## src/hw/rtl/iad_pkg.sv

```systemverilog
// Package for the IMA ADPCM nibble decoder: step and index tables, limits.
`default_nettype none

package iad_pkg;

  localparam int unsigned StepIdxW = 7;
  localparam int unsigned StepW    = 15;
  localparam int unsigned SampleW  = 16;

  localparam logic [StepIdxW-1:0] StepIdxMax = 7'd88;

  // Predictor limits at the width of the widened sum.
  localparam logic signed [SampleW+1:0] PredMax = 18'sd32767;
  localparam logic signed [SampleW+1:0] PredMin = -18'sd32768;

  typedef logic [StepIdxW-1:0]       step_idx_t;
  typedef logic [StepW-1:0]          step_t;
  typedef logic signed [SampleW-1:0] sample_t;

  // IMA step size for a step index; indexes past the end read the last entry.
  function automatic step_t iad_step(input step_idx_t idx);
    step_t s;
    case (idx)
      7'd0:  s = 15'd7;     7'd1:  s = 15'd8;     7'd2:  s = 15'd9;
      7'd3:  s = 15'd10;    7'd4:  s = 15'd11;    7'd5:  s = 15'd12;
      7'd6:  s = 15'd13;    7'd7:  s = 15'd14;    7'd8:  s = 15'd16;
      7'd9:  s = 15'd17;    7'd10: s = 15'd19;    7'd11: s = 15'd21;
      7'd12: s = 15'd23;    7'd13: s = 15'd25;    7'd14: s = 15'd28;
      7'd15: s = 15'd31;    7'd16: s = 15'd34;    7'd17: s = 15'd37;
      7'd18: s = 15'd41;    7'd19: s = 15'd45;    7'd20: s = 15'd50;
      7'd21: s = 15'd55;    7'd22: s = 15'd60;    7'd23: s = 15'd66;
      7'd24: s = 15'd73;    7'd25: s = 15'd80;    7'd26: s = 15'd88;
      7'd27: s = 15'd97;    7'd28: s = 15'd107;   7'd29: s = 15'd118;
      7'd30: s = 15'd130;   7'd31: s = 15'd143;   7'd32: s = 15'd157;
      7'd33: s = 15'd173;   7'd34: s = 15'd190;   7'd35: s = 15'd209;
      7'd36: s = 15'd230;   7'd37: s = 15'd253;   7'd38: s = 15'd279;
      7'd39: s = 15'd307;   7'd40: s = 15'd337;   7'd41: s = 15'd371;
      7'd42: s = 15'd408;   7'd43: s = 15'd449;   7'd44: s = 15'd494;
      7'd45: s = 15'd544;   7'd46: s = 15'd598;   7'd47: s = 15'd658;
      7'd48: s = 15'd724;   7'd49: s = 15'd796;   7'd50: s = 15'd876;
      7'd51: s = 15'd963;   7'd52: s = 15'd1060;  7'd53: s = 15'd1166;
      7'd54: s = 15'd1282;  7'd55: s = 15'd1411;  7'd56: s = 15'd1552;
      7'd57: s = 15'd1707;  7'd58: s = 15'd1878;  7'd59: s = 15'd2066;
      7'd60: s = 15'd2272;  7'd61: s = 15'd2499;  7'd62: s = 15'd2749;
      7'd63: s = 15'd3024;  7'd64: s = 15'd3327;  7'd65: s = 15'd3660;
      7'd66: s = 15'd4026;  7'd67: s = 15'd4428;  7'd68: s = 15'd4871;
      7'd69: s = 15'd5358;  7'd70: s = 15'd5894;  7'd71: s = 15'd6484;
      7'd72: s = 15'd7132;  7'd73: s = 15'd7845;  7'd74: s = 15'd8630;
      7'd75: s = 15'd9493;  7'd76: s = 15'd10442; 7'd77: s = 15'd11487;
      7'd78: s = 15'd12635; 7'd79: s = 15'd13899; 7'd80: s = 15'd15289;
      7'd81: s = 15'd16818; 7'd82: s = 15'd18500; 7'd83: s = 15'd20350;
      7'd84: s = 15'd22385; 7'd85: s = 15'd24623; 7'd86: s = 15'd27086;
      7'd87: s = 15'd29794;
      default: s = 15'd32767;
    endcase
    return s;
  endfunction

  // Step index adjustment for the three magnitude bits of a code.
  function automatic logic signed [StepIdxW:0] iad_adjust(input logic [2:0] mag);
    logic signed [StepIdxW:0] a;
    case (mag)
      3'd4:    a = 8'sd2;
      3'd5:    a = 8'sd4;
      3'd6:    a = 8'sd6;
      3'd7:    a = 8'sd8;
      default: a = -8'sd1;
    endcase
    return a;
  endfunction

endpackage

`default_nettype wire

```

## src/hw/rtl/ima_adpcm_nibble_decoder.sv

```systemverilog
// Top level of the IMA ADPCM nibble decoder: one byte in, two samples out.
//
//   Channel  Direction  Handshake              Payload
//   -------  ---------  ---------------------  ---------------------------------------
//   input    in         in_valid_i/in_stall_o  coded_byte_i[7:0]
//   output   out        out_valid_o/out_stall_i sample_o[15:0], channel_id_o, last_of_byte_o
//   config   in         cfg_we_i               cfg_wdata_i (stereo mode)
//
// The shared nibble decoder handles the high nibble of each accepted byte first
// and then the low nibble, writing each sample to the single output sample
// register. A new byte is accepted in the same cycle as the low nibble of the
// previous one is decoded. The first sample of a byte passes through the input
// register and then the output sample register.
// Reset clears both channel predictors and step indices and selects mono mode.
// A stall on the output only holds the sample register; the next nibble waits
// in the input register and the input stalls once that register is full.
`default_nettype none

module ima_adpcm_nibble_decoder
  import iad_pkg::*;
(
  input  wire logic        clk_i,
  input  wire logic        rst_ni,
  input  wire logic        cfg_we_i,
  input  wire logic        cfg_wdata_i,
  input  wire logic        in_valid_i,
  output logic             in_stall_o,
  input  wire logic [7:0]  coded_byte_i,
  output logic             out_valid_o,
  input  wire logic        out_stall_i,
  output sample_t          sample_o,
  output logic             channel_id_o,
  output logic             last_of_byte_o
);

  // Stereo mode register.
  logic stereo_q;

  // Input register: the byte under decode and which nibble comes next.
  logic       in_valid_q;
  logic       phase_q;
  logic [7:0] byte_q;

  // Per-channel decoder state.
  sample_t   pred_q [2];
  step_idx_t idx_q  [2];

  // Output register.
  logic    out_valid_q;
  sample_t sample_q;
  logic    chan_q;
  logic    last_q;

  // Decode datapath.
  logic                      advance;
  logic                      accept_in;
  logic [3:0]                nib;
  logic                      ch;
  sample_t                   cur_pred;
  step_idx_t                 cur_idx;
  step_t                     step;
  logic [StepW+3:0]          prod;
  logic [SampleW-1:0]        diff;
  logic signed [SampleW+1:0] pred_ext;
  logic signed [SampleW+1:0] diff_ext;
  logic signed [SampleW+1:0] sum;
  sample_t                   pred_d;
  logic signed [StepIdxW:0]  idx_sum;
  step_idx_t                 idx_d;

  // A nibble is decoded whenever a byte is held and the output register is
  // free or being emptied in this cycle.
  assign advance   = in_valid_q && (!out_valid_q || !out_stall_i);
  assign in_stall_o = in_valid_q && !(advance && phase_q);
  assign accept_in = in_valid_i && !in_stall_o;

  // The high nibble always uses channel 0; the low nibble uses channel 1
  // only in stereo mode.
  assign nib      = phase_q ? byte_q[3:0] : byte_q[7:4];
  assign ch       = phase_q & stereo_q;
  assign cur_pred = pred_q[ch];
  assign cur_idx  = idx_q[ch];
  assign step     = iad_step(cur_idx);

  // Difference is floor((2*m + 1) * step / 8); the product is never negative.
  assign prod     = {15'd0, nib[2:0], 1'b1} * {4'd0, step};
  assign diff     = prod[StepW+3:3];
  assign pred_ext = {{2{cur_pred[SampleW-1]}}, cur_pred};
  assign diff_ext = {2'b00, diff};
  assign sum      = nib[3] ? (pred_ext - diff_ext) : (pred_ext + diff_ext);

  always_comb begin
    if (sum > PredMax) begin
      pred_d = PredMax[SampleW-1:0];
    end else if (sum < PredMin) begin
      pred_d = PredMin[SampleW-1:0];
    end else begin
      pred_d = sum[SampleW-1:0];
    end
  end

  assign idx_sum = signed'({1'b0, cur_idx}) + iad_adjust(nib[2:0]);

  always_comb begin
    if (idx_sum < 0) begin
      idx_d = '0;
    end else if (idx_sum > signed'({1'b0, StepIdxMax})) begin
      idx_d = StepIdxMax;
    end else begin
      idx_d = idx_sum[StepIdxW-1:0];
    end
  end

  // Control state.
  always_ff @(posedge clk_i or negedge rst_ni) begin
    if (!rst_ni) begin
      stereo_q    <= 1'b0;
      in_valid_q  <= 1'b0;
      phase_q     <= 1'b0;
      out_valid_q <= 1'b0;
    end else begin
      if (cfg_we_i) begin
        stereo_q <= cfg_wdata_i;
      end
      if (accept_in) begin
        in_valid_q <= 1'b1;
      end else if (advance && phase_q) begin
        in_valid_q <= 1'b0;
      end
      if (advance) begin
        phase_q <= ~phase_q;
      end
      if (advance) begin
        out_valid_q <= 1'b1;
      end else if (!out_stall_i) begin
        out_valid_q <= 1'b0;
      end
    end
  end

  // Channel predictors and step indices.
  always_ff @(posedge clk_i or negedge rst_ni) begin
    if (!rst_ni) begin
      pred_q[0] <= '0;
      pred_q[1] <= '0;
      idx_q[0]  <= '0;
      idx_q[1]  <= '0;
    end else if (advance) begin
      pred_q[ch] <= pred_d;
      idx_q[ch]  <= idx_d;
    end
  end

  // Payload registers.
  always_ff @(posedge clk_i) begin
    if (accept_in) begin
      byte_q <= coded_byte_i;
    end
    if (advance) begin
      sample_q <= pred_d;
      chan_q   <= ch;
      last_q   <= phase_q;
    end
  end

  assign out_valid_o    = out_valid_q;
  assign sample_o       = sample_q;
  assign channel_id_o   = chan_q;
  assign last_of_byte_o = last_q;

`ifndef ASSERT_OFF
  a_idx_range: assert property (@(posedge clk_i) disable iff (!rst_ni)
    (idx_q[0] <= StepIdxMax) && (idx_q[1] <= StepIdxMax))
    else $error("step index out of range");

  a_first_on_ch0: assert property (@(posedge clk_i) disable iff (!rst_ni)
    (out_valid_o && !last_of_byte_o) |-> !channel_id_o)
    else $error("high nibble sample not on channel 0");

  a_second_follows: assert property (@(posedge clk_i) disable iff (!rst_ni)
    (out_valid_o && !last_of_byte_o && !out_stall_i) |=> (out_valid_o && last_of_byte_o))
    else $error("low nibble sample did not follow the high nibble sample");

  a_mono_ch1_hold: assert property (@(posedge clk_i) disable iff (!rst_ni)
    !stereo_q |=> ($stable(pred_q[1]) && $stable(idx_q[1])))
    else $error("channel 1 state changed in mono mode");

  a_empty_no_stall: assert property (@(posedge clk_i) disable iff (!rst_ni)
    !in_valid_q |-> !in_stall_o)
    else $error("input stalled with an empty input register");
`endif

endmodule

`default_nettype wire
```

## config.mk

```make
export PLATFORM = sky130hd
export DESIGN_NAME = ima_adpcm_nibble_decoder
export DESIGN_NICKNAME = d
export VERILOG_FILES = /design/src/hw/rtl/iad_pkg.sv /design/src/hw/rtl/ima_adpcm_nibble_decoder.sv
export SDC_FILE = /design/constraint.sdc
export NUM_CORES = 1
export LEC_CHECK = 0
export ABC_AREA = 0
export BUFFER_PORTS_ARGS = -buffer_cell sky130_fd_sc_hd__buf_2
export CAP_MARGIN = 25
export CORE_MARGIN = 2
export CORE_UTILIZATION = 64
export CTS_CLUSTER_DIAMETER = 200
export DETAILED_ROUTE_END_ITERATION = 8
export GPL_ROUTABILITY_DRIVEN = 0
export GPL_TIMING_DRIVEN = 1
export PLACE_DENSITY = 0.85
export SLEW_MARGIN = 0
export SYNTH_ARGS = -nofsm -noshare
export SYNTH_HDL_FRONTEND = slang
export SYNTH_SLANG_ARGS = --single-unit
```

## constraint.sdc

```tcl
create_clock -name clk_i -period 11.3 [get_ports clk_i]
set_input_delay 0.565 -clock clk_i [delete_from_list [all_inputs] [get_ports clk_i]]
set_output_delay 0.565 -clock clk_i [all_outputs]
set_load 0.05 [all_outputs]
```

Word-level counts from Yosys, hierarchy flattened
Memory sizes are Yosys's and may differ from the RTL's.
Index checks and enable logic that the tools add are counted.
- memories: 1
- logic and storage cells: 65
- bits in latches: 0
- bits in registers: 76
- memory bits (writable): 0
- bits in read-only memories: 1920
- input port bits: 14
- output and inout port bits: 20
- add/subtract/negate cells: 3
- muxes and demuxes: 23
- reductions and logical operators: 11
- multiply operators: 1
- magnitude comparators: 6
- divide/modulo/power cells: 0
- equality and inequality tests: 5
- shift-type cells: 0
- bitwise logic cells: 3
- memories (memory ; words ; width ; rd ports ; clocked after Yosys merged registers in ; write ports ; RTL line ; RTL):
    (no name shown) ; 128 ; 15 ; 1 ; 0 ; 0 ; iad_pkg.sv:23 ; case (idx)
- operator list (cell ; number):
    $mux W16 ; 6
    $mux W7 ; 6
    $bwmux W32 ; 1
    $pmux W8 S4 ; 1
    $mul A4 B15 Y19 ; 1
    $add A16 B17 Y18 ; 1
    $gt A18 B16 Y1 const B ; 1
    $lt A18 B16 Y1 const B ; 1
    $mux W18 ; 1
    $sub A16 B17 Y18 ; 1
    $demux W16 S1 ; 1
    $bwmux W14 ; 1
    $eq A3 B3 Y1 const B ; 4
    $add A8 B8 Y8 ; 1
    $gt A8 B8 Y1 const B ; 1
    $lt A8 B1 Y1 const B ; 1
    $demux W7 S1 ; 1
    $logic_and A1 B1 Y1 ; 5
    $logic_not A1 Y1 ; 4
    $mux W1 ; 4
    $mux W4 ; 1
    $ge A2 B2 Y1 const B ; 1
    $lt A2 B1 Y1 const B ; 1
    $ne A2 B1 Y1 const B ; 1
    5 further kinds ; 5

Depth between registers and ports, before layout
An unclocked memory read counts as a cell.
- word-level depth: 13
- gate-level depth with buffers: 43
- mapped depth without buffers: 39

Worst setup path before layout
Ideal clock, no wire load.
- path kind: flip-flop to flip-flop
- start point: register phase_q
- end point: register sample_q[10], in the netlist sample_o[10], data pin
- path buffers: 3
- setup slack: 1.894 ns
- required time: 11.036 ns
- cell stages (with the launch flop): 40
- data arrival time: 9.142 ns
- setup time: 0.264 ns
- period minus slack after synthesis: 9.406 ns
- cell sequence: dfrtp_1 -> buf_2 -> buf_6 -> a21bo_2 -> nand2_1 -> inv_1 -> ha_1 -> a21boi_0 -> o311ai_0 -> o31ai_1 -> o32ai_1 -> nor2_1 -> fa_1 -> inv_1 -> fa_1 -> inv_1 -> ha_1 -> a21o_1 -> (+4 left out) -> nor3_1 -> a211o_1 -> o311ai_1 -> or4b_4 -> nor2_1 -> nor2_1 -> xnor2_1 -> ha_1 -> and2_1 -> a22o_1 -> a31oi_1 -> a21oi_1 -> and3_1 -> mux2_4 -> o22a_2 -> buf_6 -> nor2_2 -> nor2_1
- cells in the longest elaborated chain, start to end: 12
- elaborated cells between the ends (all ways): 18
- classes of those cells: add/sub (2); mul (1); order compare (2); mux (10); bitwise (2); memory (1)
- ends and longest elaborated chain (element ; RTL line ; RTL):
    start: declaration ; ima_adpcm_nibble_decoder.sv:41 ; logic phase_q;
    start signal: assignment ; ima_adpcm_nibble_decoder.sv:131 ; phase_q <= ~phase_q;
    $and A1 B1 Y1 ; ima_adpcm_nibble_decoder.sv:80 ; assign ch = phase_q & stereo_q;
    $not A1 Y2 (not written as such) ; ima_adpcm_nibble_decoder.sv:81, ima_adpcm_nibble_decoder.sv:82 ;
    $mux W7 (not written as such) (3 in a row) ; ima_adpcm_nibble_decoder.sv:82 ; assign cur_idx = idx_q[ch];
    $mem_v2 Z128 W15 ; - ;
    $mul A4 B15 Y19 ; ima_adpcm_nibble_decoder.sv:86 ; assign prod = {15'd0, nib[2:0], 1'b1} * {4'd0, step};
    $add A16 B17 Y18 or $sub A16 B17 Y18 (tied branches) ; ima_adpcm_nibble_decoder.sv:90 ; assign sum = nib[3] ? (pred_ext - diff_ext) : (pred_ext + diff_ext);
    $mux W18 (*) ; ima_adpcm_nibble_decoder.sv:90 ;
    $lt A18 B16 Y1 ; ima_adpcm_nibble_decoder.sv:95 ; end else if (sum < PredMin) begin
    $mux W16 ; ima_adpcm_nibble_decoder.sv:95 ;
    $mux W16 (*) ; ima_adpcm_nibble_decoder.sv:93 ; if (sum > PredMax) begin
    net pred_d[10] ; ima_adpcm_nibble_decoder.sv:67 ; sample_t pred_d;
    end signal: assignment ; ima_adpcm_nibble_decoder.sv:160 ; sample_q <= pred_d;
    end: declaration ; ima_adpcm_nibble_decoder.sv:50 ; sample_t sample_q;
The timed path passes the listed nets; every way through them passes the cells marked *. The select of a mux whose other input is x is not followed.
A chain may end at the register's enable or synchronous reset.

Worst setup path after layout
- start point: register phase_q
- end point: register sample_q[3], in the netlist sample_o[3], data pin
Same word-level chain as after synthesis.

==> impl_metrics.toml <==
[logic_synthesis]
synth.top_cell.area_share = 0.150
yosys-top-cells-area = "dfrtp_1, edfxtp_1, ha_1"
synth_nets = 1143
synth.largest_area_cell = "dfrtp_1"
ys_warn_count = 0
synth.most_common_cell = "nand2_1"
synth_seq_cells = 76
syn-cell-area_um2 = 8350
synthCells = 1046
syn_avg_cell_area_um2 = 7.98
synth_cell_types = 93
synth_ff_type = "dfrtp_1"
ys_seq_area_frac = 0.243
synthArstFlopShare = 0.658
synth-edff-count = 26
synth_top_cells_by_count = "nand2_1, nor2_1, a21oi_1"

[setup_path]
max_stage_delay_ns = 0.64
path_max_fanout = 13
crit_family = "compound AO/OA/AOI/OAI gates"
crit_slowest_cell = "dfrtp_1"
end_kind = "flip-flop"
critPathKind = "flip-flop to flip-flop"
crit_arrival_ns = 10.47
worst-path-buf-inv = 4
startpoint_type = "flip-flop"
worstPathRequired_ns = 11.38

[clock_network]
cts_sinks = 76
clk_pin_slew_worst_paths_ns = 0.07
cts_setup_buffers = 0
cts_root_buf = "clkbuf_16"
clk_latency_ns = 0.35
cts_tree = "built"
cts_htree_levels = 3
cts_hold_buffers = 0
cts_buffers = 9
clk_path_buf_depth = 2

[sta]
period_minus_slack_ns = 10.39
max_clock_freq_mhz = 96.2
worst_pin_slew_ns = 0.997
hold_violations = 0
report.final.slew_viol_count = 0
setup_viol_count_final = 0
fin_skew_ns = 0.00892
relSlewSlack = 0.330
tns_ns = 0
post-route-period-util = 0.920
rsz0062_at_grt = "false"

[run]
cap_violations = 0

[drt]
top_layer_used = "met4"
met1_length_um = 9520
vias_per_cell = 6.48
drtIter0Drc = 1246
wl_um = 22000
wl_per_cell_um = 17.9
wl_met2_um = 9790
drc = 0
met3_length_um = 2060
dr.pass1.iters = 6
drtAntennaViolNets = 0
num_vias = 7981

[place]
io_buffers = 33
dp_hpwl_um = 16100

[final_layout]
postLayoutCoreUtil = 0.703
num-fill-cells = 981
area_growth_pct = 6.77
layout-drive-gt1-share = 0.119
insertedDiodeCount = 0
nNetsFinal = 1152

[floorplanning]
die_area_um2 = 14000
ioPinCount = 34
fp.dieW_um = 118
rows = 41
fp.coreArea_um2 = 12700
initial_utilization = 0.659
dieHeight_um = 118

[global_route]
groute.usage.overall = 0.319
overflow = 0
grt_pass1_wl_um = 37000
grt_pass1_vias = 7497
grt_max_degree = 51
antenna_found_initial = 0

[run_status]
status = "complete, no violations"

[hold_path]
min_path_type = "input pin to async pin"
## registers in the layout, summed over array words and instances (netlist names), 8 cells and up
signal    cells
pred_q       32
sample_o     16
idx_q        14
byte_q        8
## worst paths after layout
kind / startpoint / end / slack (ns) / depth (start not counted)
min: rst_ni / idx_q[1]$_DFFE_PN0P_ / 0.31 / 2
max: phase_q$_DFFE_PN0P_ / sample_o[3]$_DFFE_PP_ / 0.91 / 37
min reg2reg: pred_q[25]$_DFFE_PN0P_ / pred_q[25]$_DFFE_PN0P_ / 0.49 / 2
min in group clk_i: coded_byte_i[6] / byte_q[6]$_DFFE_PP_ / 0.39 / 1
max reg2reg: phase_q$_DFFE_PN0P_ / sample_o[3]$_DFFE_PP_ / 0.91 / 37
max in group asynchronous: rst_ni / stereo_q$_DFFE_PN0P_ / 10.52 / 2
## cells by family (layout without fill, tap and decap cells)
| group | count (synthesis) | after routing | share of synthesized area |
|---|---|---|---|
| and+or+nand+nor | 367 | 367 | 0.207 |
| AOI/OAI and AO/OA | 321 | 321 | 0.256 |
| buffers and inverters | 130 | 144 | 0.0640 |
| adders and majority gates | 84 | 84 | 0.151 |
| DFF | 76 | 76 | 0.243 |
| xor gates and xnor gates | 44 | 44 | 0.0462 |
| muxes | 24 | 24 | 0.0325 |
## worst register-to-register path, delay by kind of cell (launching register included)
family          cells  cell delay (ns)
flops               1             0.64
buf+inv             4             0.45
mux                 2             0.70
fa+ha+maj           5             2.06
xor+xnor            1             0.14
compound gates     16             4.50
simple gates        9             1.65
## layer usage
metal / GRT usage / up-vias
met1: 0.453 / 3672
met3: 0.0487 / 88
met2: 0.502 / 494
met5: 0 / -
met4: 0.100 / 0
li1: - / 3727
## cell type report
type                    count  area [um2]  share of cell area
flip-flops and latches     76        2030               0.228
clock inverters             7        61.3             0.00688
inverters                  79         298              0.0334
clock buffers               9         225              0.0253
multi-input cells         840        5800               0.650
well taps                 172         215              0.0241
repair buffers             49         285              0.0320
## cell usage in the layout, fill, tap and decap left out, types with 13 or more instances in the layout
master    count
o31ai_1      19
nor3_1       16
nor2_1      118
buf_2        33
edfxtp_1     26
a21oi_1      93
xnor2_1      27
o211ai_1     13
a21o_1       13
dfrtp_1      49
ha_1         55
buf_4        16
inv_1        73
nand2_1     120
o21ai_0      61
xor2_1       17
fa_1         28
nand3_1      21
nand2b_1     27
## through the flow
stage	instance area [um2]	cells	hold slack, ns	setup WS [ns]
floorplan	8350	1046	0.269	1.89
global placement	8590	1213	0.461	0.736
detailed placement	8590	1213	0.468	0.410
CTS	8880	1229	0.347	0.362
global route	8910	1232	0.381	0.179
finish	8910	1232	0.314	0.905
## what timing repair did
item	4_1_cts	5_1_grt
gates resized for setup	0	3
setup endpoints to repair	0	45
hold endpoints to repair	0	0
Power is not shown: default switching activity piles up to over one toggle a cycle in this logic, so the estimate is an artifact.
